--- src/hw/rtl/grwi_pkg.sv ---
// ----------------------------------------------------------------------------
// grwi_pkg
// Types and constants shared by the gyro rotation window integrator.
// ----------------------------------------------------------------------------
package grwi_pkg;

    localparam int TIME_W    = 48;
    localparam int GYRO_W    = 16;
    localparam int INC_W     = 33;
    localparam int SUM_W     = 48;
    localparam int DT_W      = 34;
    localparam int PROD_W    = GYRO_W + DT_W;
    localparam int CFG_W     = 8;
    localparam int MUL_STEPS = DT_W;
    localparam int PRE_DEPTH = 32;

    localparam logic [CFG_W-1:0] CFG_RESET = 8'd32;

    localparam logic OP_GYRO  = 1'b0;
    localparam logic OP_EVENT = 1'b1;

    typedef struct packed {
        logic                     op;
        logic [TIME_W-1:0]        time_ms;
        logic signed [GYRO_W-1:0] gyro_z;
        logic                     takeoff_hint;
        logic                     has_landed;
    } in_word_t;

    typedef struct packed {
        logic signed [SUM_W-1:0] rotation_sum;
        logic [TIME_W-1:0]       stamp_ms;
    } out_word_t;

    typedef enum logic [2:0] {
        ST_IDLE,
        ST_MUL,
        ST_INT_A,
        ST_INT_B,
        ST_SWEEP
    } state_t;

endpackage

--- src/hw/rtl/grwi_mul.sv ---
// ----------------------------------------------------------------------------
// grwi_mul
// Bit-serial unsigned multiplier: one multiplier bit per cycle, right shift.
// ----------------------------------------------------------------------------
module grwi_mul (
    input  logic                                  clk,
    input  logic                                  rst_n,
    input  logic                                  start,
    input  logic [grwi_pkg::GYRO_W-1:0]           mcand,
    input  logic [grwi_pkg::DT_W-1:0]             mplier,
    output logic                                  done,
    output logic [grwi_pkg::PROD_W-1:0]           product
);

    localparam int CNT_W = $clog2(grwi_pkg::MUL_STEPS);

    logic [grwi_pkg::GYRO_W-1:0] mcand_reg;
    logic [grwi_pkg::GYRO_W-1:0] hi_reg;
    logic [grwi_pkg::DT_W-1:0]   lo_reg;
    logic [CNT_W-1:0]            cnt_reg;
    logic                        busy_reg;
    logic                        done_reg;
    logic [grwi_pkg::GYRO_W:0]   step_sum;

    // add the multiplicand into the upper half when the current bit is set
    assign step_sum = {1'b0, hi_reg}
                    + (lo_reg[0] ? {1'b0, mcand_reg} : '0);

    always_ff @(posedge clk or negedge rst_n)
    begin
        if (!rst_n)
        begin
            busy_reg <= 1'b0;
            done_reg <= 1'b0;
            cnt_reg  <= '0;
        end
        else if (start)
        begin
            busy_reg <= 1'b1;
            done_reg <= 1'b0;
            cnt_reg  <= '0;
        end
        else if (busy_reg)
        begin
            cnt_reg <= cnt_reg + 1'b1;
            if (cnt_reg == CNT_W'(grwi_pkg::MUL_STEPS - 1))
            begin
                busy_reg <= 1'b0;
                done_reg <= 1'b1;
            end
        end
    end

    always_ff @(posedge clk)
    begin
        if (start)
        begin
            mcand_reg <= mcand;
            hi_reg    <= '0;
            lo_reg    <= mplier;
        end
        else if (busy_reg)
        begin
            hi_reg <= step_sum[grwi_pkg::GYRO_W:1];
            lo_reg <= {step_sum[0], lo_reg[grwi_pkg::DT_W-1:1]};
        end
    end

    assign done    = done_reg;
    assign product = {hi_reg, lo_reg};

endmodule

--- src/hw/rtl/grwi_ring.sv ---
// ----------------------------------------------------------------------------
// grwi_ring
// Pre-trigger increment ring: one write and one registered read per cycle,
// entries never written read as zero.
// ----------------------------------------------------------------------------
module grwi_ring #(
    parameter int DEPTH = grwi_pkg::PRE_DEPTH,
    parameter int AW    = $clog2(DEPTH)
) (
    input  logic                                clk,
    input  logic                                rst_n,
    input  logic                                wr_en,
    input  logic [AW-1:0]                       wr_addr,
    input  logic signed [grwi_pkg::INC_W-1:0]   wr_data,
    input  logic [AW-1:0]                       rd_addr,
    output logic signed [grwi_pkg::INC_W-1:0]   rd_data
);

    logic signed [grwi_pkg::INC_W-1:0] mem [DEPTH];
    logic [DEPTH-1:0]                  filled_reg;
    logic signed [grwi_pkg::INC_W-1:0] rd_word_reg;
    logic                              rd_hit_reg;

    always_ff @(posedge clk)
    begin
        if (wr_en)
        begin
            mem[wr_addr] <= wr_data;
        end
        rd_word_reg <= mem[rd_addr];
    end

    always_ff @(posedge clk or negedge rst_n)
    begin
        if (!rst_n)
        begin
            filled_reg <= '0;
            rd_hit_reg <= 1'b0;
        end
        else
        begin
            if (wr_en)
            begin
                filled_reg[wr_addr] <= 1'b1;
            end
            rd_hit_reg <= filled_reg[rd_addr];
        end
    end

    assign rd_data = rd_hit_reg ? rd_word_reg : '0;

endmodule

--- src/hw/rtl/gyro_rotation_window_integrator_unit.sv ---
// ----------------------------------------------------------------------------
// gyro_rotation_window_integrator_unit
// Trapezoidal z-rate angle integrator with a pre-trigger ring and a
// post-landing window.
// ----------------------------------------------------------------------------
// Usage:
//   in channel (in_valid/in_ready/in_data) carries gyro samples and jump
//   events. out channel (out_valid/out_ready/out_data) carries one word per
//   closed window: the rotation sum in 1/28750 degree and the sample stamp.
//   cfg channel (cfg_valid/cfg_ready/cfg_data) writes post_landing_samples;
//   it is always ready.
// Timing:
//   a gyro sample passes from accept to the next ready through the bit-serial
//   multiplier (one elapsed-time bit per cycle), a saturation step and the two
//   trapezoid states ST_INT_A and ST_INT_B. The result is registered onto
//   out_valid and out_data in ST_INT_B of the closing sample.
//   a taken takeoff hint walks the ring one entry per cycle through its
//   read port. Other jump events are handled in ST_IDLE and keep in_ready high.
// Reset:
//   resets control state, not stamp/sign/increment/output data; ring entries
//   read as zero until written, with no clearing pass, and cfg_reg returns to 32.
// Stall:
//   the output word is held in a register; new items are taken while it
//   waits, and only a second result waits on out_ready.
// ----------------------------------------------------------------------------
module gyro_rotation_window_integrator_unit #(
    parameter int PRE_DEPTH = grwi_pkg::PRE_DEPTH
) (
    input  logic                           clk,
    input  logic                           rst_n,
    input  logic                           in_valid,
    output logic                           in_ready,
    input  grwi_pkg::in_word_t             in_data,
    output logic                           out_valid,
    input  logic                           out_ready,
    output grwi_pkg::out_word_t            out_data,
    input  logic                           cfg_valid,
    output logic                           cfg_ready,
    input  logic [grwi_pkg::CFG_W-1:0]     cfg_data
);

    localparam int AW = $clog2(PRE_DEPTH);
    localparam int CW = $clog2(PRE_DEPTH + 1);

    grwi_pkg::state_t                   state_reg, state_next;
    logic                               airborne_reg, airborne_next;
    logic [grwi_pkg::CFG_W-1:0]         after_reg, after_next;
    logic [grwi_pkg::CFG_W-1:0]         cfg_reg;
    logic [grwi_pkg::TIME_W-1:0]        prev_time_reg, prev_time_next;
    logic [grwi_pkg::TIME_W-1:0]        stamp_reg, stamp_next;
    logic                               neg_reg, neg_next;
    logic signed [grwi_pkg::INC_W-1:0]  prev_inc_reg, prev_inc_next;
    logic signed [grwi_pkg::INC_W-1:0]  inc_reg, inc_next;
    logic signed [grwi_pkg::SUM_W-1:0]  angle_reg, angle_next;
    logic [AW-1:0]                      ptr_reg, ptr_next;
    logic [CW-1:0]                      idx_reg, idx_next;
    logic                               rd_pend_reg, rd_pend_next;
    logic                               out_valid_reg, out_valid_next;
    grwi_pkg::out_word_t                out_data_reg, out_data_next;

    logic                               accept;
    logic [grwi_pkg::TIME_W-1:0]        diff;
    logic                               diff_ok;
    logic [grwi_pkg::DT_W-1:0]          dt;
    logic [grwi_pkg::GYRO_W-1:0]        mag;
    logic                               mul_start;
    logic                               mul_done;
    logic [grwi_pkg::PROD_W-1:0]        product;
    logic                               ring_wr;
    logic signed [grwi_pkg::INC_W-1:0]  ring_val;
    logic signed [grwi_pkg::INC_W-1:0]  step_inc;
    logic signed [grwi_pkg::SUM_W-1:0]  step_sum;

    function automatic logic signed [grwi_pkg::SUM_W-1:0] trap_add(
        input logic signed [grwi_pkg::SUM_W-1:0] a,
        input logic signed [grwi_pkg::INC_W-1:0] b,
        input logic signed [grwi_pkg::INC_W-1:0] c
    );
        logic signed [grwi_pkg::SUM_W+1:0] s;
        s = (grwi_pkg::SUM_W+2)'(a) + (grwi_pkg::SUM_W+2)'(b)
          + (grwi_pkg::SUM_W+2)'(c);
        if (s[grwi_pkg::SUM_W+1:grwi_pkg::SUM_W-1] == 3'b000
            || s[grwi_pkg::SUM_W+1:grwi_pkg::SUM_W-1] == 3'b111)
        begin
            return s[grwi_pkg::SUM_W-1:0];
        end
        else if (s[grwi_pkg::SUM_W+1])
        begin
            return {1'b1, {(grwi_pkg::SUM_W-1){1'b0}}};
        end
        else
        begin
            return {1'b0, {(grwi_pkg::SUM_W-1){1'b1}}};
        end
    endfunction

    // signed increment from magnitude and sign, clipped to 33 bits
    function automatic logic signed [grwi_pkg::INC_W-1:0] sat_inc(
        input logic                        neg,
        input logic [grwi_pkg::PROD_W-1:0] p
    );
        logic [grwi_pkg::INC_W-1:0] low;
        low = p[grwi_pkg::INC_W-1:0];
        if (!neg)
        begin
            if (p[grwi_pkg::PROD_W-1:grwi_pkg::INC_W-1] != '0)
            begin
                return {1'b0, {(grwi_pkg::INC_W-1){1'b1}}};
            end
            return {1'b0, low[grwi_pkg::INC_W-2:0]};
        end
        else
        begin
            if (p[grwi_pkg::PROD_W-1:grwi_pkg::INC_W] != '0
                || (low[grwi_pkg::INC_W-1] && low[grwi_pkg::INC_W-2:0] != '0))
            begin
                return {1'b1, {(grwi_pkg::INC_W-1){1'b0}}};
            end
            return ~low + 1'b1;
        end
    endfunction

    assign in_ready  = (state_reg == grwi_pkg::ST_IDLE);
    assign accept    = in_valid && in_ready;
    assign cfg_ready = 1'b1;
    assign out_valid = out_valid_reg;
    assign out_data  = out_data_reg;

    // elapsed time, zero without a previous stamp or a later time, clipped to 2^33
    assign diff    = in_data.time_ms - prev_time_reg;
    assign diff_ok = (prev_time_reg != '0) && (in_data.time_ms > prev_time_reg);

    always_comb
    begin
        if (!diff_ok)
        begin
            dt = '0;
        end
        else if (diff[grwi_pkg::TIME_W-1:grwi_pkg::DT_W] != '0
                 || (diff[grwi_pkg::DT_W-1] && diff[grwi_pkg::DT_W-2:0] != '0))
        begin
            dt = {1'b1, {(grwi_pkg::DT_W-1){1'b0}}};
        end
        else
        begin
            dt = diff[grwi_pkg::DT_W-1:0];
        end
    end

    assign mag = in_data.gyro_z[grwi_pkg::GYRO_W-1]
               ? (~in_data.gyro_z + 1'b1) : in_data.gyro_z;

    assign step_inc = (state_reg == grwi_pkg::ST_SWEEP) ? ring_val : inc_reg;
    assign step_sum = trap_add(angle_reg, step_inc, prev_inc_reg);

    grwi_mul u_mul (
        .clk     (clk),
        .rst_n   (rst_n),
        .start   (mul_start),
        .mcand   (mag),
        .mplier  (dt),
        .done    (mul_done),
        .product (product)
    );

    grwi_ring #(
        .DEPTH (PRE_DEPTH),
        .AW    (AW)
    ) u_ring (
        .clk     (clk),
        .rst_n   (rst_n),
        .wr_en   (ring_wr),
        .wr_addr (ptr_next),
        .wr_data (inc_reg),
        .rd_addr (idx_reg[AW-1:0]),
        .rd_data (ring_val)
    );

    always_comb
    begin
        state_next     = state_reg;
        airborne_next  = airborne_reg;
        after_next     = after_reg;
        prev_time_next = prev_time_reg;
        stamp_next     = stamp_reg;
        neg_next       = neg_reg;
        prev_inc_next  = prev_inc_reg;
        inc_next       = inc_reg;
        angle_next     = angle_reg;
        ptr_next       = ptr_reg;
        idx_next       = idx_reg;
        rd_pend_next   = rd_pend_reg;
        out_valid_next = out_valid_reg;
        out_data_next  = out_data_reg;
        mul_start      = 1'b0;
        ring_wr        = 1'b0;

        if (out_valid_reg && out_ready)
        begin
            out_valid_next = 1'b0;
        end

        case (state_reg)
            grwi_pkg::ST_IDLE:
            begin
                if (accept)
                begin
                    if (in_data.op == grwi_pkg::OP_GYRO)
                    begin
                        prev_time_next = in_data.time_ms;
                        stamp_next     = in_data.time_ms;
                        neg_next       = in_data.gyro_z[grwi_pkg::GYRO_W-1];
                        mul_start      = 1'b1;
                        state_next     = grwi_pkg::ST_MUL;
                    end
                    else if (in_data.takeoff_hint && after_reg == '0)
                    begin
                        airborne_next  = 1'b1;
                        angle_next     = '0;
                        prev_time_next = in_data.time_ms;
                        idx_next       = '0;
                        rd_pend_next   = 1'b0;
                        state_next     = grwi_pkg::ST_SWEEP;
                    end
                    else if (in_data.has_landed)
                    begin
                        airborne_next = 1'b0;
                        after_next    = cfg_reg;
                    end
                end
            end
            grwi_pkg::ST_MUL:
            begin
                if (mul_done)
                begin
                    inc_next   = sat_inc(neg_reg, product);
                    state_next = grwi_pkg::ST_INT_A;
                end
            end
            grwi_pkg::ST_INT_A:
            begin
                if (airborne_reg)
                begin
                    angle_next    = step_sum;
                    prev_inc_next = inc_reg;
                end
                state_next = grwi_pkg::ST_INT_B;
            end
            grwi_pkg::ST_INT_B:
            begin
                if (after_reg != '0)
                begin
                    // closing sample waits only if the last word is still held
                    if (!(after_reg == 1'b1 && out_valid_reg && !out_ready))
                    begin
                        angle_next    = step_sum;
                        prev_inc_next = inc_reg;
                        after_next    = after_reg - 1'b1;
                        if (after_reg == 1'b1)
                        begin
                            out_valid_next              = 1'b1;
                            out_data_next.rotation_sum  = step_sum;
                            out_data_next.stamp_ms      = stamp_reg;
                        end
                        state_next = grwi_pkg::ST_IDLE;
                    end
                end
                else
                begin
                    ptr_next   = (ptr_reg == AW'(PRE_DEPTH - 1)) ? '0 : ptr_reg + 1'b1;
                    ring_wr    = 1'b1;
                    state_next = grwi_pkg::ST_IDLE;
                end
            end
            grwi_pkg::ST_SWEEP:
            begin
                // read issued in the cycle before its trapezoid step
                if (rd_pend_reg)
                begin
                    angle_next    = step_sum;
                    prev_inc_next = ring_val;
                end
                if (idx_reg == CW'(PRE_DEPTH))
                begin
                    rd_pend_next = 1'b0;
                    state_next   = grwi_pkg::ST_IDLE;
                end
                else
                begin
                    rd_pend_next = 1'b1;
                    idx_next     = idx_reg + 1'b1;
                end
            end
            default:
            begin
                state_next = grwi_pkg::ST_IDLE;
            end
        endcase
    end

    always_ff @(posedge clk or negedge rst_n)
    begin
        if (!rst_n)
        begin
            state_reg     <= grwi_pkg::ST_IDLE;
            airborne_reg  <= 1'b0;
            after_reg     <= '0;
            cfg_reg       <= grwi_pkg::CFG_RESET;
            prev_time_reg <= '0;
            prev_inc_reg  <= '0;
            angle_reg     <= '0;
            ptr_reg       <= '0;
            idx_reg       <= '0;
            rd_pend_reg   <= 1'b0;
            out_valid_reg <= 1'b0;
        end
        else
        begin
            state_reg     <= state_next;
            airborne_reg  <= airborne_next;
            after_reg     <= after_next;
            prev_time_reg <= prev_time_next;
            prev_inc_reg  <= prev_inc_next;
            angle_reg     <= angle_next;
            ptr_reg       <= ptr_next;
            idx_reg       <= idx_next;
            rd_pend_reg   <= rd_pend_next;
            out_valid_reg <= out_valid_next;
            if (cfg_valid && cfg_ready)
            begin
                cfg_reg <= cfg_data;
            end
        end
    end

    always_ff @(posedge clk)
    begin
        stamp_reg    <= stamp_next;
        neg_reg      <= neg_next;
        inc_reg      <= inc_next;
        out_data_reg <= out_data_next;
    end

endmodule
--- config.mk ---
export PLATFORM = sky130hd
export DESIGN_NAME = gyro_rotation_window_integrator_unit
export DESIGN_NICKNAME = d
export VERILOG_FILES = /design/src/hw/rtl/grwi_pkg.sv /design/src/hw/rtl/grwi_mul.sv /design/src/hw/rtl/grwi_ring.sv /design/src/hw/rtl/gyro_rotation_window_integrator_unit.sv
export SDC_FILE = /design/constraint.sdc
export NUM_CORES = 2
export LEC_CHECK = 0
export BUFFER_PORTS_ARGS = -buffer_cell sky130_fd_sc_hd__buf_2
export CORE_MARGIN = 5
export CORE_UTILIZATION = 47
export CTS_CLUSTER_SIZE = 24
export DETAILED_ROUTE_END_ITERATION = 16
export GPL_TIMING_DRIVEN = 0
export SYNTH_ARGS = -nofsm -noshare
export SYNTH_HDL_FRONTEND = slang
export SYNTH_SLANG_ARGS = --single-unit
--- constraint.sdc ---
create_clock -name clk -period 7.2 [get_ports clk]
set_input_delay 1.44 -clock clk [delete_from_list [all_inputs] [get_ports clk]]
set_output_delay 1.44 -clock clk [all_outputs]
set_load 0.01 [all_outputs]
==> impl_metrics.toml <==
[finish]
final_nets = 4903
fill_cells = 11477
final_common_cell = "edfxtp_1"
largest_reg_flops = 1056
areaGrowthSynthToFinish_pct = 14.9
layout_common_cells = "edfxtp_1 (1284), mux4_2 (340), inv_1 (261), nand2_1 (259), o21ai_0 (238)"
drive_gt1_share_pct = 21.8

[global_route]
grt_overflow = 0
grt_pass1_vias = 39367
grtUsageTotal_pct = 23.2
antenna_found_initial = 9
grt_pass1_wl_um = 260000
grt_max_degree = 85

[synth]
yosys_most_used_dff = "edfxtp_1"
synth.area.mux_share_pct = 13.1
syn-num-nets = 4521
synth-xor-area-share_pct = 1.43
ys_seq_elements = 1536
yosys.area_share.adder_pct = 3.80
synth_cell_types = 82
synth_edf_count = 1284
syn_avg_cell_area_um2 = 15.8
synth_compound_area_share_pct = 6.87
ys_seq_area_share_pct = 66.3
syn_inst = 4267
synth-simple-area-share_pct = 5.79
synth_top_family_by_area = "multiplexers"
synthArstFlopShare_pct = 13.2
syn_area_um2 = 67300
ys_warn_count = 0

[power_and_ir_drop]
finalPower_mw = 30.8
p_leak_nw = 28.0
ir_drop_mv = 0.322
power_density_nw_per_um2 = 398

[timing]
slew_headroom_pct = 10.2
rsz0062_at_grt = "false"
fmax_mhz = 146
tightest_slew_ps = 1350
tns_ps = 0
min_period_over_period_pct = 95.2
finalHoldViolCount = 0
finalCriticalPeriod_ps = 6860
maxSlewViolCount = 0
timing.hold.ws_ps = 415
skew_ps = 49.8
setup_viol = 0

[critical_path]
worst_setup_path_end_kind = "flip-flop"
rrSetupSlack_ps = 340
cp.required_ps = 7840
cp-start-kind = "flip-flop"
r2r_cells = 25
cp_max_fo = 10
arrival_ps = 7500
crit_type = "reg -> reg"

[die]
ios = 179
start_util_pct = 47.4
core_um2 = 142000
floorplan.rows = 138
die_area_um2 = 151000
die_h_um = 388
die_w_um = 388

[cts]
cts.path.max_buffers = 3
clk_root_buffer_cell = "clkbuf_16"
htree_levels = 4
clock_sinks = 1536
clkTransAtPathRegs_ps = 60
cts_tree = "done"
cts_buffers = 163
insertion_delay_ps = 800

[routing]
routed_wl_um = 177000
dr.pass1.iters = 6
vias = 39636
drt_iter0_drc = 4201
via_per_inst = 5.93
ant_nets = 0
drc = 0
wl_per_cell_um = 26.4

[worst_hold_path]
hold_depth = 0
hp-class = "reg -> reg"

[run]
cap_violations = 0

[placed_design]
gp_congestion = 0.886
io_buffers = 176
hpwlAfterDp_um = 124000

[outcome]
status = "completed"
[power by group]
group	total, mW	switching, mW	leakage (nW)	internal (mW)
clock	8.67	3.61	2.73	5.06
combinational	10.8	6.97	10.7	3.80
sequential	11.3	0.603	14.6	10.7
[critical path, cell delays in order, from the launching register on]
cell      delay (ps)
dfrtp_1          370
clkbuf_1         220
nor2_1           200
and2_1           140
clkbuf_1         250
clkbuf_2         310
and3_1           210
a21oi_2          100
fa_1             590
inv_1             40
ha_1             230
fa_1             410
a21oi_1          280
o211ai_1         230
nand2_1          210
o311ai_0         180
a221o_1          400
o31a_1           370
a21oi_2          290
o211ai_1         180
a31oi_4          280
clkbuf_2         290
or2_2            140
buf_2            260
buf_2            320
o221ai_1         180
[kinds of logic after synthesis]
| group | count (synthesis) |
|---|---|
| mux | 446 |
| simple gates | 797 |
| flops | 1536 |
| fa+ha+maj | 174 |
| xor+xnor | 110 |
| compound gates | 730 |
| buf+inv | 473 |
| other cells | 1 |
[routing by layer]
metal	vias to the layer above	global-route usage (%)	wire length (um)
met5	-	0	13
met4	2	5.04	3210
met3	223	4.45	12400
met2	1375	38.1	86000
met1	20677	32.7	75000
li1	17359	-	-
[through the flow]
stage / std cells / instance area (um2) / util, % / setup WS, ps
6_report: 6683 / 77400 / 54.5 / 344
5_1_grt: 6680 / 77400 / 54.5 / 18.0
4_1_cts: 6680 / 77300 / 54.5 / 17.6
3_5_place_dp: 6374 / 71700 / 50.5 / -370
3_3_place_gp: 6333 / 70600 / 49.7 / -1610
2_1_floorplan: 4267 / 67300 / - / 1140
[timing repair]
item                                    in CTS  in global routing
hold buffers                                 0                  0
gates resized for setup                      4                 16
endpoints found under the setup margin      69                 93
setup buffers                                0                  0
[worst paths after layout]
path / startpoint / end
worst max register to register: state_reg[0] / angle_reg[24]
worst max-delay path: state_reg[0] / angle_reg[24]
min in group asynchronous: rst_n / angle_reg[0]
max in group asynchronous: rst_n / u_ring.filled_reg[17]
worst min register to register: stamp_reg[10] / out_data[10]
worst min-delay path: stamp_reg[10] / out_data[10]
[synth_stat cells (10+ instances only)]
cell      count  share of area (%)
o211ai_1     25               0.28
or2_2        45               0.42
and3_1       50               0.46
nor2_1      157               0.88
a21o_1       47               0.52
nor3_1       52               0.39
nand3_1      40               0.30
dfrtp_1     202                7.5
mux2_2       96                1.6
a211oi_1     13               0.14
dfxtp_1      49                1.5
o221ai_1     44               0.57
fa_1         51                1.5
buf_1        29               0.16
o21bai_1     25               0.28
nor4_1       33               0.31
buf_2        10              0.074
xor2_1       43               0.56
and2_1       29               0.27
edfxtp_1   1284                 57
o311ai_0     11               0.14
nand4_1      46               0.43
a21oi_1     180                1.3
mux4_2      340                 11
a31oi_1      17               0.16
o21ai_1      11              0.082
o21ai_0     238                1.8
mux2i_1      10               0.15
inv_1       262                1.5
nor2b_1      13               0.12
ha_1        123                2.3
nand2_1     260                1.4
clkbuf_1    168               0.94
xnor2_1      67               0.87
nand2b_1     20               0.19
o21a_1       16               0.18
a32o_1       17               0.25
or3_1        25               0.23
[final cells by class]
type	instances	area (um2)	share of cell area [%]
multi-input cells	2258	21200	27.4
repair buffers	217	1700	2.20
well taps	1890	2360	3.06
inverters	262	983	1.27
plain buffers	211	837	1.08
clock inverters	84	1090	1.41
clock buffers	222	4560	5.90
flip-flops and latches	1536	44600	57.7
diodes	3	7.51	0.00970
(Power assumes the default switching activity.)
